**config.mk**
```make
export PLATFORM = sky130hd
export DESIGN_NAME = riff_wav_header_parser
export DESIGN_NICKNAME = d
export VERILOG_FILES = /design/src/rtl/rwhp_pkg.sv /design/src/rtl/riff_wav_header_parser.sv /design/src/rtl/rwhp_parser.sv /design/src/rtl/rwhp_result_queue.sv
export SDC_FILE = /design/constraint.sdc
export NUM_CORES = 1
export LEC_CHECK = 0
export BUFFER_PORTS_ARGS = -buffer_cell sky130_fd_sc_hd__buf_2
export CAP_MARGIN = 5
export CORE_MARGIN = 5
export CORE_UTILIZATION = 49
export CTS_CLUSTER_SIZE = 16
export DETAILED_ROUTE_END_ITERATION = 6
export HOLD_SLACK_MARGIN = 0.1
export PLACE_DENSITY_LB_ADDON = 0.05
export SLEW_MARGIN = 30
export SYNTH_ARGS = -nofsm -noshare
export SYNTH_HDL_FRONTEND = slang
export SYNTH_SLANG_ARGS = --single-unit
```
**constraint.sdc**
```tcl
create_clock -name clk_i -period 11.85 [get_ports clk_i]
set_clock_uncertainty 0.2 [all_clocks]
set_input_delay 2.37 -clock clk_i [delete_from_list [all_inputs] [get_ports clk_i]]
set_output_delay 2.37 -clock clk_i [all_outputs]
set_load 0.005 [all_outputs]
```
**src/rtl/rwhp_pkg.sv**
```systemverilog
`timescale 1ns / 1ps

package rwhp_pkg;

  // Result status codes.
  typedef enum logic [2:0] {
    ST_OK         = 3'd0,
    ST_NO_RIFF    = 3'd1,
    ST_NO_WAVE    = 3'd2,
    ST_FMT_SHORT  = 3'd3,
    ST_NOT_PCM    = 3'd4,
    ST_DATA_FIRST = 3'd5,
    ST_TRUNCATED  = 3'd6
  } status_e;

  // One result; the last member sits in the lowest bits.
  typedef struct packed {
    logic [31:0] body_len;
    logic [31:0] body_start;
    logic [15:0] sample_bits;
    logic [31:0] rate_hz;
    logic [15:0] channel_count;
    status_e     status;
  } result_t;

  localparam int unsigned ResultW  = $bits(result_t);
  localparam int unsigned OutDataW = ((ResultW + 7) / 8) * 8;
  localparam int unsigned InDataW  = 8;

  localparam logic [31:0] TAG_RIFF = 32'h5249_4646;
  localparam logic [31:0] TAG_WAVE = 32'h5741_5645;
  localparam logic [31:0] TAG_FMT  = 32'h666D_7420;
  localparam logic [31:0] TAG_DATA = 32'h6461_7461;

  localparam logic [31:0] FMT_MIN_SIZE  = 32'd16;
  localparam logic [15:0] PCM_FORMAT    = 16'd1;
  localparam logic [31:0] RIFF_LAST_POS = 32'd3;
  localparam logic [31:0] WAVE_LAST_POS = 32'd11;

endpackage

```
**src/rtl/riff_wav_header_parser.sv**
```systemverilog
`timescale 1ns / 1ps
// A result is registered into the result queue on the byte that decides it; older results go out first.
// Throughput: one file byte per cycle, sustained, as long as results are drained.
// The slave side stays ready while the two-entry result queue has a free slot.
// Reset (rst_ni low, asynchronous) clears the parser state and empties the result queue;
// a byte marked last also returns the parser to its reset state.
module riff_wav_header_parser (
  input  logic                               clk_i,
  input  logic                               rst_ni,
  // Slave side, one file byte per request.
  input  logic                               s_axis_tvalid,
  output logic                               s_axis_tready,
  input  logic [rwhp_pkg::InDataW-1:0]       s_axis_tdata,  // [7:0] file_byte
  input  logic                               s_axis_tlast,  // is_last
  // Master side, one result per request.
  output logic                               m_axis_tvalid,
  input  logic                               m_axis_tready,
  // [2:0] status, [18:3] channel_count, [50:19] rate_hz,
  // [66:51] sample_bits, [98:67] body_start, [130:99] body_len, rest zero
  output logic [rwhp_pkg::OutDataW-1:0]      m_axis_tdata
);

  // The parser walks the file one byte per accepted request. Every byte shifts into a
  // 64-bit window of the newest eight bytes, so tags and little-endian sizes can be read
  // straight out of the window on the byte that completes them. A result is produced on
  // the byte that decides a check, on the data chunk header, or on a marked final byte.

  logic              accept;
  logic              res_valid;
  rwhp_pkg::result_t res;
  rwhp_pkg::result_t out_res;
  logic              space;

  assign s_axis_tready = space;
  assign accept        = s_axis_tvalid && s_axis_tready;

  rwhp_parser u_parser (
    .clk_i       (clk_i),
    .rst_ni      (rst_ni),
    .accept_i    (accept),
    .file_byte_i (s_axis_tdata[7:0]),
    .is_last_i   (s_axis_tlast),
    .res_valid_o (res_valid),
    .res_o       (res)
  );

  // The queue decouples the two sides: bytes keep flowing while a result waits.
  rwhp_result_queue u_queue (
    .clk_i       (clk_i),
    .rst_ni      (rst_ni),
    .push_i      (res_valid),
    .push_data_i (res),
    .space_o     (space),
    .valid_o     (m_axis_tvalid),
    .ready_i     (m_axis_tready),
    .data_o      (out_res)
  );

  assign m_axis_tdata = {{(rwhp_pkg::OutDataW - rwhp_pkg::ResultW){1'b0}}, out_res};

endmodule

```
**src/rtl/rwhp_parser.sv**
```systemverilog
`timescale 1ns / 1ps

module rwhp_parser (
  input  logic               clk_i,
  input  logic               rst_ni,
  input  logic               accept_i,
  input  logic [7:0]         file_byte_i,
  input  logic               is_last_i,
  output logic               res_valid_o,
  output rwhp_pkg::result_t  res_o
);

  typedef enum logic [2:0] {
    PH_RIFF,
    PH_WAVE,
    PH_HEADER,
    PH_FMT,
    PH_SKIP,
    PH_IGNORE
  } phase_e;

  phase_e      phase_q, phase_d;
  logic [31:0] pos_q, pos_d;
  logic [63:0] shift_q, shift_d;
  logic [32:0] remain_q, remain_d;
  logic [4:0]  index_q, index_d;
  logic        seen_q, seen_d;
  logic [15:0] chans_q, chans_d;
  logic [31:0] rate_q, rate_d;
  logic [15:0] bits_q, bits_d;

  logic [31:0] le32;
  logic [15:0] le16;
  logic [32:0] remain_dec;
  logic [32:0] padded_size;
  logic        emit;
  rwhp_pkg::status_e status;
  logic [31:0] offset;
  logic [31:0] dsize;

  // Little-endian views of the newest bytes, the incoming byte being the most significant.
  assign le32 = {file_byte_i, shift_q[7:0], shift_q[15:8], shift_q[23:16]};
  assign le16 = {file_byte_i, shift_q[7:0]};
  assign padded_size = {1'b0, le32} + {32'd0, le32[0]};
  assign remain_dec  = (remain_q != 33'd0) ? remain_q - 33'd1 : remain_q;

  always_comb begin
    phase_d  = phase_q;
    pos_d    = pos_q;
    shift_d  = shift_q;
    remain_d = remain_q;
    index_d  = index_q;
    seen_d   = seen_q;
    chans_d  = chans_q;
    rate_d   = rate_q;
    bits_d   = bits_q;
    emit     = 1'b0;
    status   = rwhp_pkg::ST_TRUNCATED;
    offset   = 32'd0;
    dsize    = 32'd0;
    res_valid_o = 1'b0;

    if (accept_i && (phase_q != PH_IGNORE)) begin
      shift_d = {shift_q[55:0], file_byte_i};
      pos_d   = pos_q + 32'd1;
      case (phase_q)
        PH_RIFF: begin
          if (pos_q == rwhp_pkg::RIFF_LAST_POS) begin
            if (shift_d[31:0] != rwhp_pkg::TAG_RIFF) begin
              emit   = 1'b1;
              status = rwhp_pkg::ST_NO_RIFF;
            end else begin
              phase_d = PH_WAVE;
            end
          end
        end
        PH_WAVE: begin
          if (pos_q == rwhp_pkg::WAVE_LAST_POS) begin
            if (shift_d[31:0] != rwhp_pkg::TAG_WAVE) begin
              emit   = 1'b1;
              status = rwhp_pkg::ST_NO_WAVE;
            end else begin
              phase_d = PH_HEADER;
              index_d = 5'd0;
            end
          end
        end
        PH_HEADER: begin
          index_d = index_q + 5'd1;
          if (index_q >= 5'd7) begin
            index_d = 5'd0;
            if (shift_d[63:32] == rwhp_pkg::TAG_FMT) begin
              if (le32 < rwhp_pkg::FMT_MIN_SIZE) begin
                emit   = 1'b1;
                status = rwhp_pkg::ST_FMT_SHORT;
              end else begin
                remain_d = padded_size;
                phase_d  = PH_FMT;
              end
            end else if (shift_d[63:32] == rwhp_pkg::TAG_DATA) begin
              emit   = 1'b1;
              status = seen_q ? rwhp_pkg::ST_OK : rwhp_pkg::ST_DATA_FIRST;
              offset = pos_d;
              dsize  = le32;
            end else begin
              remain_d = padded_size;
              if (padded_size != 33'd0) begin
                phase_d = PH_SKIP;
              end
            end
          end
        end
        PH_FMT: begin
          remain_d = remain_dec;
          case (index_q)
            5'd1: begin
              if (le16 != rwhp_pkg::PCM_FORMAT) begin
                emit   = 1'b1;
                status = rwhp_pkg::ST_NOT_PCM;
              end
            end
            5'd3:    chans_d = le16;
            5'd7:    rate_d  = le32;
            5'd15: begin
              bits_d = le16;
              seen_d = 1'b1;
            end
            default: ;
          endcase
          index_d = index_q + 5'd1;
          if (!emit && (index_q >= 5'd15)) begin
            index_d = 5'd0;
            phase_d = (remain_dec == 33'd0) ? PH_HEADER : PH_SKIP;
          end
        end
        PH_SKIP: begin
          remain_d = remain_dec;
          if (remain_dec == 33'd0) begin
            phase_d = PH_HEADER;
            index_d = 5'd0;
          end
        end
        default: ;
      endcase

      if (emit || is_last_i) begin
        res_valid_o = 1'b1;
        phase_d     = PH_IGNORE;
      end
    end

    // The result carries the fields as updated by this byte.
    res_o.status        = status;
    res_o.channel_count = chans_d;
    res_o.rate_hz       = rate_d;
    res_o.sample_bits   = bits_d;
    res_o.body_start    = offset;
    res_o.body_len      = dsize;

    // A marked final byte always rearms from the reset state.
    if (accept_i && is_last_i) begin
      phase_d  = PH_RIFF;
      pos_d    = 32'd0;
      shift_d  = 64'd0;
      remain_d = 33'd0;
      index_d  = 5'd0;
      seen_d   = 1'b0;
      chans_d  = 16'd0;
      rate_d   = 32'd0;
      bits_d   = 16'd0;
    end
  end

  always_ff @(posedge clk_i or negedge rst_ni) begin
    if (!rst_ni) begin
      phase_q  <= PH_RIFF;
      pos_q    <= 32'd0;
      shift_q  <= 64'd0;
      remain_q <= 33'd0;
      index_q  <= 5'd0;
      seen_q   <= 1'b0;
      chans_q  <= 16'd0;
      rate_q   <= 32'd0;
      bits_q   <= 16'd0;
    end else begin
      phase_q  <= phase_d;
      pos_q    <= pos_d;
      shift_q  <= shift_d;
      remain_q <= remain_d;
      index_q  <= index_d;
      seen_q   <= seen_d;
      chans_q  <= chans_d;
      rate_q   <= rate_d;
      bits_q   <= bits_d;
    end
  end

endmodule

```
**src/rtl/rwhp_result_queue.sv**
```systemverilog
`timescale 1ns / 1ps

module rwhp_result_queue (
  input  logic               clk_i,
  input  logic               rst_ni,
  input  logic               push_i,
  input  rwhp_pkg::result_t  push_data_i,
  output logic               space_o,
  output logic               valid_o,
  input  logic               ready_i,
  output rwhp_pkg::result_t  data_o
);

  rwhp_pkg::result_t slot_q [2];
  logic              wr_ptr_q;
  logic              rd_ptr_q;
  logic [1:0]        count_q;
  logic              pop;

  assign pop     = valid_o && ready_i;
  assign valid_o = (count_q != 2'd0);
  assign space_o = (count_q != 2'd2);
  assign data_o  = slot_q[rd_ptr_q];

  always_ff @(posedge clk_i) begin
    if (push_i) begin
      slot_q[wr_ptr_q] <= push_data_i;
    end
  end

  always_ff @(posedge clk_i or negedge rst_ni) begin
    if (!rst_ni) begin
      wr_ptr_q <= 1'b0;
      rd_ptr_q <= 1'b0;
      count_q  <= 2'd0;
    end else begin
      if (push_i) begin
        wr_ptr_q <= ~wr_ptr_q;
      end
      if (pop) begin
        rd_ptr_q <= ~rd_ptr_q;
      end
      case ({push_i, pop})
        2'b10:   count_q <= count_q + 2'd1;
        2'b01:   count_q <= count_q - 2'd1;
        default: count_q <= count_q;
      endcase
    end
  end

endmodule

```
==> results.yml, run 1 <==
status:
  outcome: "completed"
clock_tree:
  cts_setup_buffers: 0
  postCtsResizedCells: 0
  cts.sinks: 460
  h-tree-depth: 2
  cts_tree: "done"
  cts_root_buf: "clkbuf_16"
  clock_latency_ns: 0.58
  cts_hold_buf: 0
  cts_made_buffers: 48
  cts_buffer_depth: 3
  clk_pin_slew_ns: 0.06
place:
  dp_hpwl_um: 34400
  gp_congestion: 0.883
  io_buffers: 145
  dpl_cell_area_um2: 22800
logic_synthesis:
  postSynthAreaPerCell_um2: 12.1
  ys_seq_elements: 460
  syn_area_um2: 21600
  async_flop_share: 0.430
  yosys_warnings: 0
  synth.distinct_cells: 82
  synth-edff-count: 262
  ys_seq_area_frac: 0.593
  synthCells: 1791
  ys.flop_type: "edfxtp_1"
critical_path:
  cp_max_fo: 112
  slowest_delay_ns: 0.56
  r2r.worst_path.cells: 9
  r2r-start: "u_parser.shift_q[33]$_DFFE_PN0P_"
  reg2reg_to: "u_queue.slot_q[1][39]$_DFFE_PP_"
  r2r_setup_slack_ns: 6.99
  crit_chain: "buf_2, or4_1, or3_1, o41ai_2, nand3_1, and4bb_2, or2_1, nor2_4, buf_12"
  critical_path_arrival_ns: 6.04
  worstPathRequired_ns: 11.85
  endpoint: "u_queue.slot_q[1][39]$_DFFE_PP_"
  start_kind: "input pin"
  cp-end-kind: "register"
  path_class: "in2reg"
  crit_start: "s_axis_tdata[2]"
  cp_slowest_cell: "nor2_4"
die:
  fp.dieW_um: 220
  coreArea_um2: 43900
  die_h_um: 220
  initial_core_util: 0.492
  rows: 77
  ios: 151
  die_area_um2: 48400
detailed_routing:
  num_vias: 14600
  wl_um: 54800
  via_per_inst: 5.81
  first_pass_iters: 5
  route.detailed.drc: 0
  dr.first_iter.drc_count: 1369
  top_layer: "met5"
  met2_wirelength_um: 26300
  wire_per_inst_um: 21.9
  met3_length_um: 3550
  met1_length_um: 23900
  ant_nets: 0
pwr:
  p_leak_nw: 9.51
  powerDensity_nw_per_um2: 220
  peakVddDrop_uv: 129
  total_power_mw: 5.38
global_routing:
  grt_overflow: 0
  grt_max_degree: 113
  grt_pass1_wl_um: 84800
  grt_pass1_vias: 14200
  grt_usage: 0.225
  antenna_found_initial: 3
sta:
  clock.fmax_mhz: 166
  tns_ns: 0
  final.period_utilization: 0.509
  hold_violations: 0
  final_max_slew_viol_count: 0
  max_slew_margin: 0.411
  grt_setup_unrepaired: "no"
  worst_slew_pin_slew_ns: 0.877
  setup_viol: 0
  period_needed_ns: 6.04
final_layout:
  drive_gt1_frac: 0.248
  design_area_um2: 24400
  register_area_um2: 12800
  utilization: 0.555
  antenna_cells: 0
  fin_nets: 1898
  fill_cells: 3730
  multi_input_area_um2: 8270
  area_growth_pct: 12.8
min_path:
  min_path_type: "reg2reg"
flow_run:
  max_cap_violations: 0
==> metrics by stage <==
stage	instances	hold slack, ns	setup slack (ns)
6_report	2508	0.287	5.81
5_1_grt	2508	0.307	5.66
4_1_cts	2508	0.288	5.83
3_5_place_dp	2418	0.276	5.26
3_3_place_gp	2418	0.271	5.28
2_1_floorplan	1795	0.256	1.07
==> area by class of cell <==
cell class | instances | share of cell area
inverter | 20 | 0.00308
clock inverter | 20 | 0.00836
clock buffer | 70 | 0.0572
sequential | 460 | 0.526
tap | 592 | 0.0304
multi-input combinational | 1185 | 0.339
timing repair buffer | 161 | 0.0364
==> worst min path at each step <==
stage                                        start                             end  depth (start not counted)
finish              u_queue.count_q[1]$_DFFE_PN0P_  u_queue.count_q[1]$_DFFE_PN0P_                          1
global route        u_queue.count_q[1]$_DFFE_PN0P_  u_queue.count_q[1]$_DFFE_PN0P_                          1
CTS                 u_queue.count_q[1]$_DFFE_PN0P_  u_queue.count_q[1]$_DFFE_PN0P_                          1
detailed placement  u_queue.count_q[1]$_DFFE_PN0P_  u_queue.count_q[1]$_DFFE_PN0P_                          1
global placement    u_queue.count_q[1]$_DFFE_PN0P_  u_queue.count_q[1]$_DFFE_PN0P_                          1
floorplan           u_queue.count_q[1]$_DFFE_PN0P_  u_queue.count_q[1]$_DFFE_PN0P_                          1
==> routing by layer <==
metal  GRT usage  vias to the layer above
met4      0.0516                        4
li1            -                     6754
met5           0                        -
met2       0.365                      452
met1       0.319                     7280
met3      0.0435                       76
==> flip-flops by register name, summed over array words and instances, names as in the netlist <==
signal,cells
u_queue.wr_ptr_q,1
u_parser.remain_q,33
u_parser.chans_q,16
u_parser.shift_q,56
u_parser.phase_q,3
u_parser.pos_q,32
u_queue.slot_q,262
u_parser.index_q,5
u_parser.seen_q,1
u_queue.rd_ptr_q,1
u_queue.count_q,2
u_parser.rate_q,32
u_parser.bits_q,16
==> cells by family after synthesis <==
kind of cell | Yosys count | synth area share
xor+xnor | 72 | 0.0292
mux | 204 | 0.106
fa+ha+maj | 9 | 0.00521
flops | 460 | 0.593
buf+inv | 150 | 0.0284
other cells | 1 | 0.000173
simple gates | 593 | 0.147
compound gates | 302 | 0.0913
==> power by group <==
part	switching (mW)	internal, mW
sequential	0.334	1.92
clock	0.607	0.903
combinational	0.966	0.652
total	1.91	3.47
==> cell usage in the layout (no fill, tap or decap), types with 5 or more instances in the layout <==
cell       Yosys  routed
or2_2          7       6
inv_1         20      20
nor3_2         4       5
dfrtp_1      198     197
nor4b_1        5       5
o21ai_0      115     115
ha_1           9       9
o211ai_1       5       5
clkbuf_1     103      13
a22o_1        52      52
conb_1         1       5
and2_1       102     102
clkbuf_16      0      50
nand3_1       47      47
nor4_1        34      33
nand2_1       99      97
buf_4          6      12
or3_1         11      11
nand4_1       30      30
xnor2_1       49      49
a21oi_1       45      44
nor3_1        29      28
a21o_1         8       8
a31oi_1       12      12
and3_1        17      17
o31ai_1       17      17
clkinv_2       0       6
edfxtp_1     262     262
clkinv_1       0       8
buf_2         15     144
clkbuf_8       0       8
and4_1         7       7
mux2_2       198     198
or4_1          6       6
nor2_1       160     156
a211oi_1       6       6
xor2_1        23      23
==> critical path, delay by kind of cell <==
family	cells	cell delay, ns
simple gates	6	2.24
compound gates	1	0.47
buf+inv	2	0.72
==> cells in the mapped netlist (5+ instances only) <==
cell type / number / area (um2)
clkbuf_1: 103 / 387
nor4_1: 34 / 213
or3_1: 11 / 68.8
a211oi_1: 6 / 45.0
or4_1: 6 / 45.0
inv_1: 20 / 75.1
and2_1: 102 / 638
buf_2: 15 / 75.1
nand4_1: 30 / 188
edfxtp_1: 262 / 7870
or2_2: 7 / 43.8
buf_4: 6 / 45.0
dfrtp_1: 198 / 4950
o31ai_1: 17 / 128
nor4b_1: 5 / 43.8
nand2b_1: 5 / 31.3
and4_1: 7 / 61.3
ha_1: 9 / 113
o21ai_0: 115 / 576
nor2_1: 160 / 601
o211ai_1: 5 / 37.5
nand3_1: 47 / 235
a31oi_1: 12 / 75.1
a21o_1: 8 / 60.1
mux2_2: 198 / 2230
a22o_1: 52 / 455
xnor2_1: 49 / 429
nand2_1: 99 / 372
xor2_1: 23 / 201
a21oi_1: 45 / 225
and3_1: 17 / 106
nor3_1: 29 / 145
Power figures use the tool's default switching activity.
==> run 2: changes to the inputs <==
--- a/config.mk
+++ b/config.mk
@@ -5,6 +5,7 @@
 export SDC_FILE = /design/constraint.sdc
 export NUM_CORES = 1
 export LEC_CHECK = 0
+export ABC_AREA = 1
 export BUFFER_PORTS_ARGS = -buffer_cell sky130_fd_sc_hd__buf_2
 export CAP_MARGIN = 5
 export CORE_MARGIN = 5
==> constraint.sdc (replaced) <==
create_clock -name clk_i -period 6.3 [get_ports clk_i]
set_clock_uncertainty 0.2 [all_clocks]
set_input_delay 1.26 -clock clk_i [delete_from_list [all_inputs] [get_ports clk_i]]
set_output_delay 1.26 -clock clk_i [all_outputs]
set_load 0.005 [all_outputs]
==> run 2 against run 1 <==
Cell count rose by 32%. Critical path depth fell by 4. Critical path type is now reg2out. Synthesized cell count rose by 42%. Die area rose by 1.1%. Largest power group unchanged. Sequential share of layout area fell by 1.4 points. Final area rose by 2.6%.
==> results.yml, run 2 <==
status:
  outcome: "completed"
final_layout:
  antenna_cells: 0
  area_growth_pct: 14.5
  drive_gt1_frac: 0.110
  final_common_cell: "nand2_1"
  largest_reg_flops: 262
  largest-register: "u_queue.slot_q"
  utilization: 0.566
  fin_nets: 2690
  design_area_um2: 25000
  final_cell_mix: "848 x nand2_1, 303 x nor2_1, 300 x inv_1"
  largestRegisters: "u_queue.slot_q: 262 flops, u_parser.shift_q: 56 flops, u_parser.remain_q: 33 flops"
clock_tree:
  clock_latency_ns: 0.60
  cts_buffer_depth: 3
  cts_tree: "done"
  cts_setup_buffers: 0
  postCtsResizedCells: 0
  cts.sinks: 460
  cts_hold_buf: 0
  h-tree-depth: 2
  clk_pin_slew_ns: 0.06
  cts_made_buffers: 49
  cts_root_buf: "clkbuf_16"
logic_synthesis:
  synth_mux_area_frac: 0
  synthCells: 2543
  ys.flop_type: "edfxtp_1"
  synth-edff-count: 262
  synth_area_leaders: "edfxtp_1 36%, dfrtp_1 23%, nand2_1 15%, nor2_1 5.2%, inv_1 5.1%"
  synth_top_family_by_area: "simple AND/OR/NAND/NOR gates"
  synth.distinct_cells: 41
  syn_area_um2: 21900
  ys_seq_elements: 460
  synthXorXnorAreaFrac: 0.0152
  synth_adder_area_share: 0.00515
  synth_top_cell_by_area: "edfxtp_1"
  ys_top_cells_by_count: "851 x nand2_1, 305 x nor2_1, 300 x inv_1, 262 x edfxtp_1, 198 x dfrtp_1"
  postSynthAreaPerCell_um2: 8.60
  synth.top_cell.area_share: 0.360
  async_flop_share: 0.430
  ys_seq_area_frac: 0.586
  yosys_warnings: 0
  synthMostInstantiatedCell: "nand2_1"
  yosys.area_share.simple: 0.251
  synth-compound-area-share: 0.0704
detailed_routing:
  wl_um: 61700
  num_vias: 17500
  ant_nets: 0
  dr.first_iter.drc_count: 1585
  wire_per_inst_um: 18.7
  via_per_inst: 5.30
  route.detailed.drc: 0
  first_pass_iters: 5
sta:
  max_slew_margin: 0.351
  hold_violations: 0
  setup_viol: 0
  final_max_slew_viol_count: 0
  worst_slew_pin_slew_ns: 0.973
  final.period_utilization: 0.675
  setup_ws_ns: 2.05
  tns_ns: 0
  grt_setup_unrepaired: "no"
  period_needed_ns: 4.25
  clock.fmax_mhz: 235
  timing.hold.ws_ns: 0.295
critical_path:
  cp_max_fo: 90
  worstPathRequired_ns: 4.84
  path_class: "reg2out"
  cp-end-kind: "output port"
  start_kind: "register"
  critical_path_arrival_ns: 2.79
global_routing:
  grt_pass1_vias: 16900
  met2_usage: 0.392
  grt_usage: 0.247
  grt_util_met1: 0.358
  grt_pass1_wl_um: 96700
  grt_max_degree: 117
  grtUsageMet3: 0.0355
  grt_overflow: 0
  top_usage_layer: "met2"
  antenna_found_initial: 1
pwr:
  powerDensity_nw_per_um2: 427
  peakVddDrop_uv: 261
  p_leak_nw: 11.7
place:
  gp_congestion: 0.926
  io_buffers: 145
  dpl_cell_area_um2: 23300
  dp_hpwl_um: 42000
  dpl_worst_slack_ns: 1.74
die:
  fp.dieW_um: 221
  ios: 151
  initial_core_util: 0.495
  die_h_um: 221
  coreArea_um2: 44200
  die_area_um2: 49000
  rows: 77
min_path:
  min_path_type: "reg2reg"
flow_run:
  max_cap_violations: 0
-- run 2: power breakdown --
group          switching, mW  internal [mW]
Combinational           2.49           1.13
Sequential             0.351           3.59
Clock                   1.21           1.92
Total                   4.05           6.63
-- run 2: cell type report --
class                           instances  area (um2)
Clock buffer                           63        1340
Clock inverter                         29         424
Fill cell                            4004       19200
Inverter                              304        1150
Multi-Input combinational cell       1682        7530
Sequential cell                       460       12800
Tap cell                              592         741
Timing Repair Buffer                  171        1030
-- run 2: worst paths after layout --
path	startpoint	end	slack (ns)	cells past startpoint
worst max register to register	u_parser.pos_q[28]$_DFFE_PN0P_	u_queue.slot_q[1][105]$_DFFE_PP_	2.56	12
worst max-delay path	u_queue.rd_ptr_q$_DFFE_PN0P_	m_axis_tdata[55]	2.05	5
worst min register to register	u_parser.shift_q[53]$_DFFE_PN0P_	u_parser.shift_q[53]$_DFFE_PN0P_	0.30	2
min in group asynchronous	rst_ni	u_parser.pos_q[20]$_DFFE_PN0P_	0.50	1
worst min-delay path	u_parser.shift_q[53]$_DFFE_PN0P_	u_parser.shift_q[53]$_DFFE_PN0P_	0.30	2
max in group asynchronous	rst_ni	u_parser.shift_q[4]$_DFFE_PN0P_	4.28	2
-- run 2: through the flow --
stage | instances | power [mW]
detailed placement | 3208 | 7.61
finish | 3301 | 10.7
global placement | 3206 | 7.56
CTS | 3300 | 10.8
floorplan | 2547 | 6.14
global route | 3301 | 11.3
-- run 2: logic make-up (layout without fill, tap and decap cells) --
kind of cell | after synthesis | after routing
flip-flops | 460 | 460
AND/OR/NAND/NOR | 1356 | 1356
AO/OA/AOI/OAI | 274 | 274
other | 1 | 5
buffers and inverters | 405 | 567
XOR/XNOR | 38 | 38
adder cells (fa/ha/maj) | 9 | 9
-- run 2: layer usage --
metal  vias to the layer above  routed length [um]
met4                         2                1570
met5                         -                  13
met3                        95                3820
met1                      8410               27800
met2                       531               28500
li1                       8451                   -
-- run 2: critical path: stages, from the launching register on --
cell and delay (ns):
dfrtp_4 0.71, inv_6 0.63, buf_4 0.53, nand2_1 0.09, nand2_1 0.10, buf_2 0.12
